--- src/sv/irpd_pkg.sv ---
// Shared constants for the IR pulse-distance decoder: field widths,
// register indexes, reset values and decoder phase codes. No dependencies.
package irpd_pkg;

	// Field widths
	localparam int unsigned TolW   = 12;
	localparam int unsigned TimeW  = 16;
	localparam int unsigned IdxW   = 3;
	localparam int unsigned DataW  = 16;
	localparam int unsigned ByteW  = 8;
	localparam int unsigned WordW  = 32;
	localparam int unsigned CountW = 5;
	localparam int unsigned PhaseW = 2;

	// Configuration register indexes
	localparam logic [IdxW-1:0] REG_TOLERANCE = 3'd0;
	localparam logic [IdxW-1:0] REG_START_NOM = 3'd1;
	localparam logic [IdxW-1:0] REG_REPEAT_NOM = 3'd2;
	localparam logic [IdxW-1:0] REG_ZERO_NOM = 3'd3;
	localparam logic [IdxW-1:0] REG_ONE_NOM = 3'd4;

	// Register reset values, microseconds
	localparam logic [TolW-1:0]  TOL_RST    = 12'd500;
	localparam logic [TimeW-1:0] START_RST  = 16'd13500;
	localparam logic [TimeW-1:0] REPEAT_RST = 16'd11250;
	localparam logic [TimeW-1:0] ZERO_RST   = 16'd1120;
	localparam logic [TimeW-1:0] ONE_RST    = 16'd2250;

	// Decoder phases; the unused code behaves like idle
	localparam logic [PhaseW-1:0] PH_IDLE = 2'd0;
	localparam logic [PhaseW-1:0] PH_WAIT = 2'd1;
	localparam logic [PhaseW-1:0] PH_DATA = 2'd2;

	// Last data bit of a frame
	localparam logic [CountW-1:0] LAST_BIT = 5'(WordW - 1);

endpackage

--- src/sv/ir_pulse_distance_decoder_unit.sv ---
// Top level of the IR pulse-distance (NEC-style) remote decoder.
// Depends on irpd_pkg and irpd_window.
//
// Usage:
//   Each request on the input channel (in_valid/in_ready, field interval) is
//   one falling edge of the IR receiver with the microseconds since the
//   previous edge, saturated by the sender at 65535. Every request yields
//   exactly one result on the output channel (out_valid/out_ready) carrying
//   frame_ready, repeat_ready and the address/command of the last frame that
//   passed the inverse-byte check.
//   A request accepted into the input stage is registered there, then
//   classified and folded into the decoder state once the output register is
//   free or being taken; its result is visible until taken. Throughput is
//   one request per cycle while the receiver keeps taking results.
//   When the receiver stalls, the result stays in the output register and
//   the input stage can still hold one more request; after that in_ready
//   drops until the output is taken.
//   Reset (arst_n low) returns the timing registers to their defaults
//   (500/13500/11250/1120/2250 us), the decoder to idle and clears the
//   reported address and command. Registers are set via cfg_we, cfg_index,
//   cfg_data; the user writes only while no request is in flight (unchecked).
module ir_pulse_distance_decoder_unit import irpd_pkg::*; (
	input  logic             clk,
	input  logic             arst_n,
	// configuration write port
	input  logic             cfg_we,
	input  logic [IdxW-1:0]  cfg_index,
	input  logic [DataW-1:0] cfg_data,
	// edge requests
	input  logic             in_valid,
	output logic             in_ready,
	input  logic [TimeW-1:0] interval,
	// results
	output logic             out_valid,
	input  logic             out_ready,
	output logic             frame_ready,
	output logic             repeat_ready,
	output logic [ByteW-1:0] address,
	output logic [ByteW-1:0] command
);

	logic [TolW-1:0]   tol_q;
	logic [TimeW-1:0]  start_nom_q;
	logic [TimeW-1:0]  repeat_nom_q;
	logic [TimeW-1:0]  zero_nom_q;
	logic [TimeW-1:0]  one_nom_q;

	logic              valid_s1;
	logic [TimeW-1:0]  interval_s1;
	logic              adv_s1;

	logic [PhaseW-1:0] phase_q;
	logic [CountW-1:0] bit_count_q;
	logic [WordW-1:0]  shift_word_q;
	logic [ByteW-1:0]  last_address_q;
	logic [ByteW-1:0]  last_command_q;
	logic              out_valid_q;
	logic              frame_q;
	logic              repeat_q;

	logic              start_hit;
	logic              repeat_hit;
	logic              zero_hit;
	logic              one_hit;

	logic [PhaseW-1:0] phase_nx;
	logic [CountW-1:0] bit_count_nx;
	logic [WordW-1:0]  shift_word_nx;
	logic [ByteW-1:0]  last_address_nx;
	logic [ByteW-1:0]  last_command_nx;
	logic              frame_nx;
	logic              repeat_nx;

	// Configuration registers
	always_ff @(posedge clk or negedge arst_n) begin
		if (!arst_n) begin
			tol_q        <= TOL_RST;
			start_nom_q  <= START_RST;
			repeat_nom_q <= REPEAT_RST;
			zero_nom_q   <= ZERO_RST;
			one_nom_q    <= ONE_RST;
		end else if (cfg_we) begin
			case (cfg_index)
				REG_TOLERANCE:  tol_q        <= cfg_data[TolW-1:0];
				REG_START_NOM:  start_nom_q  <= cfg_data[TimeW-1:0];
				REG_REPEAT_NOM: repeat_nom_q <= cfg_data[TimeW-1:0];
				REG_ZERO_NOM:   zero_nom_q   <= cfg_data[TimeW-1:0];
				REG_ONE_NOM:    one_nom_q    <= cfg_data[TimeW-1:0];
				default: ;
			endcase
		end
	end

	// Handshake: input stage moves on when the output register is free or drains
	assign adv_s1   = valid_s1 && (!out_valid_q || out_ready);
	assign in_ready = !valid_s1 || adv_s1;

	// Input register
	always_ff @(posedge clk or negedge arst_n) begin
		if (!arst_n) begin
			valid_s1 <= 1'b0;
		end else if (in_ready) begin
			valid_s1 <= in_valid;
		end
	end

	always_ff @(posedge clk) begin
		if (in_valid && in_ready) begin
			interval_s1 <= interval;
		end
	end

	// Window checks
	irpd_window u_win_start (
		.t(interval_s1), .nominal(start_nom_q), .tol(tol_q), .hit(start_hit)
	);
	irpd_window u_win_repeat (
		.t(interval_s1), .nominal(repeat_nom_q), .tol(tol_q), .hit(repeat_hit)
	);
	irpd_window u_win_zero (
		.t(interval_s1), .nominal(zero_nom_q), .tol(tol_q), .hit(zero_hit)
	);
	irpd_window u_win_one (
		.t(interval_s1), .nominal(one_nom_q), .tol(tol_q), .hit(one_hit)
	);

	// Decoder next state
	always_comb begin
		phase_nx        = phase_q;
		bit_count_nx    = bit_count_q;
		shift_word_nx   = shift_word_q;
		last_address_nx = last_address_q;
		last_command_nx = last_command_q;
		frame_nx        = 1'b0;
		repeat_nx       = 1'b0;
		case (phase_q)
			PH_WAIT: begin
				// start wins over repeat; anything else keeps waiting
				if (start_hit) begin
					phase_nx     = PH_DATA;
					bit_count_nx = '0;
				end else if (repeat_hit) begin
					repeat_nx = 1'b1;
					phase_nx  = PH_IDLE;
				end
			end
			PH_DATA: begin
				if (!zero_hit && !one_hit) begin
					bit_count_nx = '0;
					phase_nx     = PH_WAIT;
				end else begin
					// zero wins over one
					shift_word_nx[bit_count_q] = !zero_hit;
					if (bit_count_q == LAST_BIT) begin
						bit_count_nx = '0;
						phase_nx     = PH_IDLE;
						if (shift_word_nx[7:0] == ~shift_word_nx[15:8] &&
						    shift_word_nx[23:16] == ~shift_word_nx[31:24]) begin
							last_address_nx = shift_word_nx[7:0];
							last_command_nx = shift_word_nx[23:16];
							frame_nx        = 1'b1;
						end
					end else begin
						bit_count_nx = bit_count_q + 1'b1;
					end
				end
			end
			default: begin
				// idle or unused code: edge only arms the decoder
				phase_nx     = PH_WAIT;
				bit_count_nx = '0;
			end
		endcase
	end

	// Decoder state and result register
	always_ff @(posedge clk or negedge arst_n) begin
		if (!arst_n) begin
			phase_q        <= PH_IDLE;
			bit_count_q    <= '0;
			shift_word_q   <= '0;
			last_address_q <= '0;
			last_command_q <= '0;
			out_valid_q    <= 1'b0;
			frame_q        <= 1'b0;
			repeat_q       <= 1'b0;
		end else begin
			if (adv_s1) begin
				phase_q        <= phase_nx;
				bit_count_q    <= bit_count_nx;
				shift_word_q   <= shift_word_nx;
				last_address_q <= last_address_nx;
				last_command_q <= last_command_nx;
				frame_q        <= frame_nx;
				repeat_q       <= repeat_nx;
				out_valid_q    <= 1'b1;
			end else if (out_ready) begin
				out_valid_q <= 1'b0;
			end
		end
	end

	// The state only moves with a new result, so the last frame bytes stay put
	// while a result waits
	assign out_valid    = out_valid_q;
	assign frame_ready  = frame_q;
	assign repeat_ready = repeat_q;
	assign address      = last_address_q;
	assign command      = last_command_q;

	// Checks
	a_one_kind: assert property (@(posedge clk) disable iff (!arst_n)
		out_valid_q |-> !(frame_q && repeat_q))
		else $error("frame and repeat reported together");

	a_arm: assert property (@(posedge clk) disable iff (!arst_n)
		(adv_s1 && (phase_q == PH_IDLE)) |=> (phase_q == PH_WAIT))
		else $error("edge in idle did not arm the decoder");

	a_count_phase: assert property (@(posedge clk) disable iff (!arst_n)
		(bit_count_q != '0) |-> (phase_q == PH_DATA))
		else $error("bit count nonzero outside data phase");

	a_result: assert property (@(posedge clk) disable iff (!arst_n)
		adv_s1 |=> out_valid_q)
		else $error("processed edge produced no result");

endmodule

--- src/sv/irpd_window.sv ---
// Strict timing window check: max(nominal - tol, 0) < t < nominal + tol.
// Depends on irpd_pkg.
module irpd_window import irpd_pkg::*; (
	input  logic [TimeW-1:0] t,
	input  logic [TimeW-1:0] nominal,
	input  logic [TolW-1:0]  tol,
	output logic             hit
);

	logic [TimeW-1:0] tol_ext;
	logic [TimeW-1:0] lo;
	logic [TimeW:0]   hi;

	// Lower bound floors at zero, upper bound carries one extra bit
	always_comb begin
		tol_ext = TimeW'(tol);
		lo = (nominal > tol_ext) ? (nominal - tol_ext) : '0;
		hi = {1'b0, nominal} + {1'b0, tol_ext};
		hit = (t > lo) && ({1'b0, t} < hi);
	end

endmodule
--- config.mk ---
export PLATFORM = sky130hd
export DESIGN_NAME = ir_pulse_distance_decoder_unit
export DESIGN_NICKNAME = d
export VERILOG_FILES = /design/src/sv/irpd_pkg.sv /design/src/sv/ir_pulse_distance_decoder_unit.sv /design/src/sv/irpd_window.sv
export SDC_FILE = /design/constraint.sdc
export NUM_CORES = 1
export LEC_CHECK = 0
export ABC_CLOCK_PERIOD_IN_PS = 8350
export BUFFER_PORTS_ARGS = -buffer_cell sky130_fd_sc_hd__buf_2
export CAP_MARGIN = 30
export CORE_MARGIN = 3
export CORE_UTILIZATION = 60
export DETAILED_ROUTE_END_ITERATION = 10
export PLACE_DENSITY = 0.78
export SYNTH_ARGS = -nofsm -noshare
export SYNTH_HDL_FRONTEND = slang
export SYNTH_SLANG_ARGS = --single-unit
--- constraint.sdc ---
create_clock -name clk -period 8.35 [get_ports clk]
set_input_delay 0.835 -clock clk [delete_from_list [all_inputs] [get_ports clk]]
set_output_delay 0.835 -clock clk [all_outputs]
set_load 0.05 [all_outputs]
==> results_tabular.tex <==
\begin{tabular}{lr}
\hline
Metric & Value \\
\hline
\multicolumn{2}{l}{\textbf{Status}} \\
\quad Run status & finished, final reports clean \\
\multicolumn{2}{l}{\textbf{STA}} \\
\quad Min cycle time layout & 6.76 ns \\
\quad Final worst clock skew & approximately 0.019 ns \\
\quad Final Hold Viols & 0 \\
\quad Fmax & about 150 MHz \\
\quad Total negative setup slack & 0 ns \\
\quad Unrepaired setup endpoints after global routing & no \\
\quad Worst slew pin tran & a little over 1 ns \\
\quad Max-slew violation total from the final report & 0 \\
\quad Final period utilization & between 80\% and 90\% \\
\quad Worst slew margin relative to its limit & a little under a third \\
\quad Final setup vio count & 0 \\
\multicolumn{2}{l}{\textbf{GRT}} \\
\quad Global-route total usage across every layer & between 30\% and 40\% \\
\quad Wire length of the first global-routing pass & about 70000 µm \\
\quad Pin count of the biggest net entering global routing & 73 \\
\quad Overflow after GRT & 0 \\
\quad Antenna violations before repair & 0 \\
\quad Vias in the first global route & around 13000 \\
\multicolumn{2}{l}{\textbf{Route}} \\
\quad DR WL/cell & around 21 µm \\
\quad Total detailed-routing wirelength & around 45000 µm \\
\quad Number of iterations in the first detailed-routing pass & 5 \\
\quad Number of remaining DRC errors & 0 \\
\quad Overall via count from detail\_route & roughly 14000 \\
\quad Post-route antenna net violation count & 0 \\
\quad Vias per std cell & 6.47 \\
\quad DRC violation total after the first TritonRoute iteration & about 1000 \\
\multicolumn{2}{l}{\textbf{Min path}} \\
\quad Hold Path Class & in2async \\
\multicolumn{2}{l}{\textbf{Place}} \\
\quad Number of buffer cells added on primary ports & 59 \\
\quad Placed instance area & roughly 0.016 mm² \\
\quad Last weighted congestion value of the routability-driven placer & a little under 1 \\
\quad Hpwl dp & 34600 µm \\
\quad Placed Cells incl. Taps & approximately 2100 \\
\multicolumn{2}{l}{\textbf{CTS}} \\
\quad Htree depth & 4 \\
\quad Number of buffers added to fix hold violations after cts & 0 \\
\quad Post-CTS Repair Setup Buffers & 0 \\
\quad Post-cts sizing count & 0 \\
\quad Clk Latency, worst-skew pair & $\sim$0.45 ns \\
\quad CTS Root Cell & sky130\_fd\_sc\_hd\_\_clkbuf\_16 \\
\quad Clock transition time at the flip-flop clock pins of the worst setup and hold paths & $\sim$0.08 ns \\
\quad CTS tree & done \\
\quad Clk buf depth & 2 \\
\quad Number of sinks on the clock net & between 150 and 200 \\
\quad Clock buffer count from CTS & 17 \\
\multicolumn{2}{l}{\textbf{Pwr}} \\
\quad Cell leakage power & roughly 7.5 nW \\
\quad PwrDens & between 200 and 300 mW/mm² \\
\quad Maximum VDD drop & around 0.15 mV \\
\multicolumn{2}{l}{\textbf{Cells and area}} \\
\quad Count of fill cells added during filler insertion & just over 2000 \\
\quad Post-Layout Inst Area & around 0.016 mm² \\
\quad Fraction of final layout cells with drive strength greater than 1 & approximately 15\% \\
\quad Post-Layout Cell Count & 2086 \\
\quad Number of inserted diodes & 0 \\
\quad Final \#Nets & 2024 \\
\quad Area added between synthesis and finish & 7.39\% \\
\multicolumn{2}{l}{\textbf{Floorplanning}} \\
\quad Die H & around 170 µm \\
\quad Area enclosed by the die boundary & about 0.027 mm² \\
\quad Core box area & about 0.025 mm² \\
\quad Die Wd & around 170 µm \\
\quad Boundary Pins & 60 \\
\quad Effective utilization at floorplan & just over 60\% \\
\quad Row Count & 57 \\
\multicolumn{2}{l}{\textbf{Synthesis}} \\
\quad Ys flop type & sky130\_fd\_sc\_hd\_\_dfrtp\_1 \\
\quad Cells after synthesis & around 1700 \\
\quad Mapped Nets & 2012 \\
\quad Area of the mapped netlist & 0.0152 mm² \\
\quad Syn. warnings & 0 \\
\quad Netlist cell types & between 80 and 90 \\
\quad Flip-flop and latch count after synthesis & 151 \\
\quad Syn\_area\_per\_cell & between 8 and 9 µm² \\
\quad Part of the Yosys area used for sequential elements & between 20\% and 30\% \\
\quad Number of synthesized flops with an enable pin & 16 \\
\quad Fraction of registers with async set or reset after synthesis & roughly nine tenths \\
\multicolumn{2}{l}{\textbf{Setup path}} \\
\quad Maximum fanout count along the critical path & 17 \\
\quad First element of the critical path & tol\_q[1]\$\_DFFE\_PN0P\_ \\
\quad Crit Reg-Reg Startpoint & tol\_q[1]\$\_DFFE\_PN0P\_ \\
\quad Kind of start point of the critical path & flip-flop \\
\quad Kind of critical path & reg2reg \\
\quad Critical path capture point type & flip-flop \\
\quad Critical path data required time & $\sim$8.7 ns \\
\quad Signal arrival time at the worst endpoint & 7.08 ns \\
\multicolumn{2}{l}{\textbf{Job}} \\
\quad Max-cap violations & 0 \\
\hline
\end{tabular}
cell families (layout without fill, tap and decap cells):
| family | count (synthesis) | count (layout) | share of synthesized area (%) |
|---|---|---|---|
| compound gates | 418 | 418 | 17.9 |
| xor+xnor | 90 | 90 | 5.17 |
| fa+ha+maj | 235 | 235 | 19.7 |
| buf+inv | 174 | 199 | 4.38 |
| flops | 151 | 151 | 25.6 |
| mux | 132 | 132 | 9.74 |
| simple gates | 537 | 537 | 17.5 |
through the flow:
step                      hold WS (ns)  util (%)  total power, mW  setup slack (ns)
final                            0.418      66.5             4.68              1.59
after global routing             0.469      66.5             5.05              1.07
after CTS                        0.435      66.5             4.64              1.59
after detailed placement         0.473      64.1             3.82              1.60
after global placement           0.466      64.0             3.73              1.80
after floorplan                  0.471         -             3.11              2.42
metal layers:
| metal | vias up | share of wire, % | wire length, µm | GRT usage [%] |
|---|---|---|---|---|
| met5 | - | 0 | 0 | 0 |
| met2 | 499 | 48 | 21600 | 56.7 |
| li1 | 6330 | - | - | - |
| met1 | 6555 | 42 | 18900 | 41.9 |
| met4 | 0 | 4.0 | 1770 | 13.5 |
| met3 | 116 | 5.6 | 2500 | 4.42 |
path summary, 6_finish.rpt:
check                                                    end  slack (ns)  cells past startpoint
worst max-delay path                  command[1]$_DFFE_PN0P_        1.59                     22
worst min-delay path            shift_word_q[22]$_DFFE_PN0P_        0.42                      1
min in group clk                      address[0]$_DFFE_PN0P_        0.49                      1
max in group asynchronous          zero_nom_q[4]$_DFFE_PN0P_        6.54                      2
worst max register to register        command[1]$_DFFE_PN0P_        1.59                     22
worst min register to register        address[0]$_DFFE_PN0P_        0.49                      1
state kept, by name (all words and copies together) (netlist names), 2 cells and up:
| name | cells |
|---|---|
| command | 8 |
| address | 8 |
| interval_s1 | 16 |
| bit_count_q | 5 |
| repeat_nom_q | 16 |
| start_nom_q | 16 |
| tol_q | 12 |
| phase_q | 2 |
| one_nom_q | 16 |
| zero_nom_q | 16 |
| shift_word_q | 32 |
worst max-delay path: stages (launching register included):
cell	delay (ns)
sky130_fd_sc_hd__dfrtp_1	0.66
sky130_fd_sc_hd__inv_1	0.40
sky130_fd_sc_hd__fa_1	0.56
sky130_fd_sc_hd__a21o_1	0.17
sky130_fd_sc_hd__a21o_1	0.19
sky130_fd_sc_hd__a21oi_1	0.14
sky130_fd_sc_hd__o21bai_1	0.10
sky130_fd_sc_hd__a21o_1	0.20
sky130_fd_sc_hd__a21boi_0	0.34
sky130_fd_sc_hd__o311ai_1	0.17
sky130_fd_sc_hd__buf_4	0.20
sky130_fd_sc_hd__nor2b_1	0.14
sky130_fd_sc_hd__mux2i_1	0.15
sky130_fd_sc_hd__ha_1	0.17
sky130_fd_sc_hd__nand4_1	0.20
sky130_fd_sc_hd__nor4_1	0.89
sky130_fd_sc_hd__nor3_1	0.15
sky130_fd_sc_hd__and3_1	0.23
sky130_fd_sc_hd__a2111oi_0	0.38
sky130_fd_sc_hd__nand4_1	0.26
sky130_fd_sc_hd__nor4_4	0.25
sky130_fd_sc_hd__buf_4	0.29
sky130_fd_sc_hd__mux2_2	0.37
cell usage after synthesis, types with 7 or more instances:
master                      instances  area, µm²
sky130_fd_sc_hd__nand2b_1          25        156
sky130_fd_sc_hd__o21bai_1          17        128
sky130_fd_sc_hd__mux2_1            10        113
sky130_fd_sc_hd__dfstp_2           31        815
sky130_fd_sc_hd__a21boi_0           9       67.6
sky130_fd_sc_hd__nor3b_1           11       82.6
sky130_fd_sc_hd__xnor2_1           53        464
sky130_fd_sc_hd__nand3_1           37        185
sky130_fd_sc_hd__clkbuf_1          73        274
sky130_fd_sc_hd__or3_1             15       93.8
sky130_fd_sc_hd__fa_1               8        160
sky130_fd_sc_hd__edfxtp_1          16        480
sky130_fd_sc_hd__a31oi_1           26        163
sky130_fd_sc_hd__o21ai_0           86        430
sky130_fd_sc_hd__nor2_1           102        383
sky130_fd_sc_hd__a311oi_1          10       87.6
sky130_fd_sc_hd__xor2_1            37        324
sky130_fd_sc_hd__or4_1              8       60.1
sky130_fd_sc_hd__and3_1            21        131
sky130_fd_sc_hd__inv_1             95        357
sky130_fd_sc_hd__and2_1            10       62.6
sky130_fd_sc_hd__a211o_1            7       61.3
sky130_fd_sc_hd__a2111oi_0          7       61.3
sky130_fd_sc_hd__mux2i_1           20        200
sky130_fd_sc_hd__nand2_1          171        642
sky130_fd_sc_hd__o21a_1            14        105
sky130_fd_sc_hd__nor3_1            40        200
sky130_fd_sc_hd__nor4_1            11       68.8
sky130_fd_sc_hd__a211oi_1          16        120
sky130_fd_sc_hd__a21oi_1          119        596
sky130_fd_sc_hd__o211ai_1          13       97.6
sky130_fd_sc_hd__nand4_1           31        194
sky130_fd_sc_hd__dfrtp_1          104       2600
sky130_fd_sc_hd__nor2b_1           28        175
sky130_fd_sc_hd__ha_1             227       2840
sky130_fd_sc_hd__a21o_1            34        255
sky130_fd_sc_hd__mux2_2           100       1130
layout by cell type (no fill, tap or decap), drive strengths merged, types with 21 or more instances in the layout:
cell / Yosys / layout
ha: 227 / 227
nand2: 171 / 171
a21oi: 120 / 120
mux2: 110 / 110
inv: 96 / 105
dfrtp: 104 / 104
nor2: 102 / 102
o21ai: 87 / 87
buf: 5 / 71
xnor2: 53 / 53
nor3: 40 / 40
nand3: 37 / 37
xor2: 37 / 37
a21o: 34 / 34
nand4: 31 / 31
dfstp: 31 / 31
nor2b: 29 / 29
a31oi: 26 / 26
nand2b: 25 / 25
and3: 21 / 21
where the power goes:
| part | internal (mW) | switching (mW) | leakage [nW] |
|---|---|---|---|
| clock network | 0.426 | 0.376 | 0.285 |
| logic | 1.19 | 1.64 | 5.41 |
| registers | 0.866 | 0.174 | 1.83 |
| total | 2.48 | 2.19 | 7.52 |
area by class of cell:
| class | instances | area [µm²] | share of cell area (%) |
|---|---|---|---|
| Clock inverter | 14 | 158 | 0.964 |
| Sequential cell | 151 | 3900 | 23.8 |
| Clock buffer | 18 | 429 | 2.62 |
| Tap cell | 324 | 405 | 2.48 |
| Timing Repair Buffer | 71 | 399 | 2.44 |
| Inverter | 96 | 360 | 2.20 |
| Multi-Input combinational cell | 1412 | 10700 | 65.5 |
No activity file was read; power rests on OpenSTA's default activity.
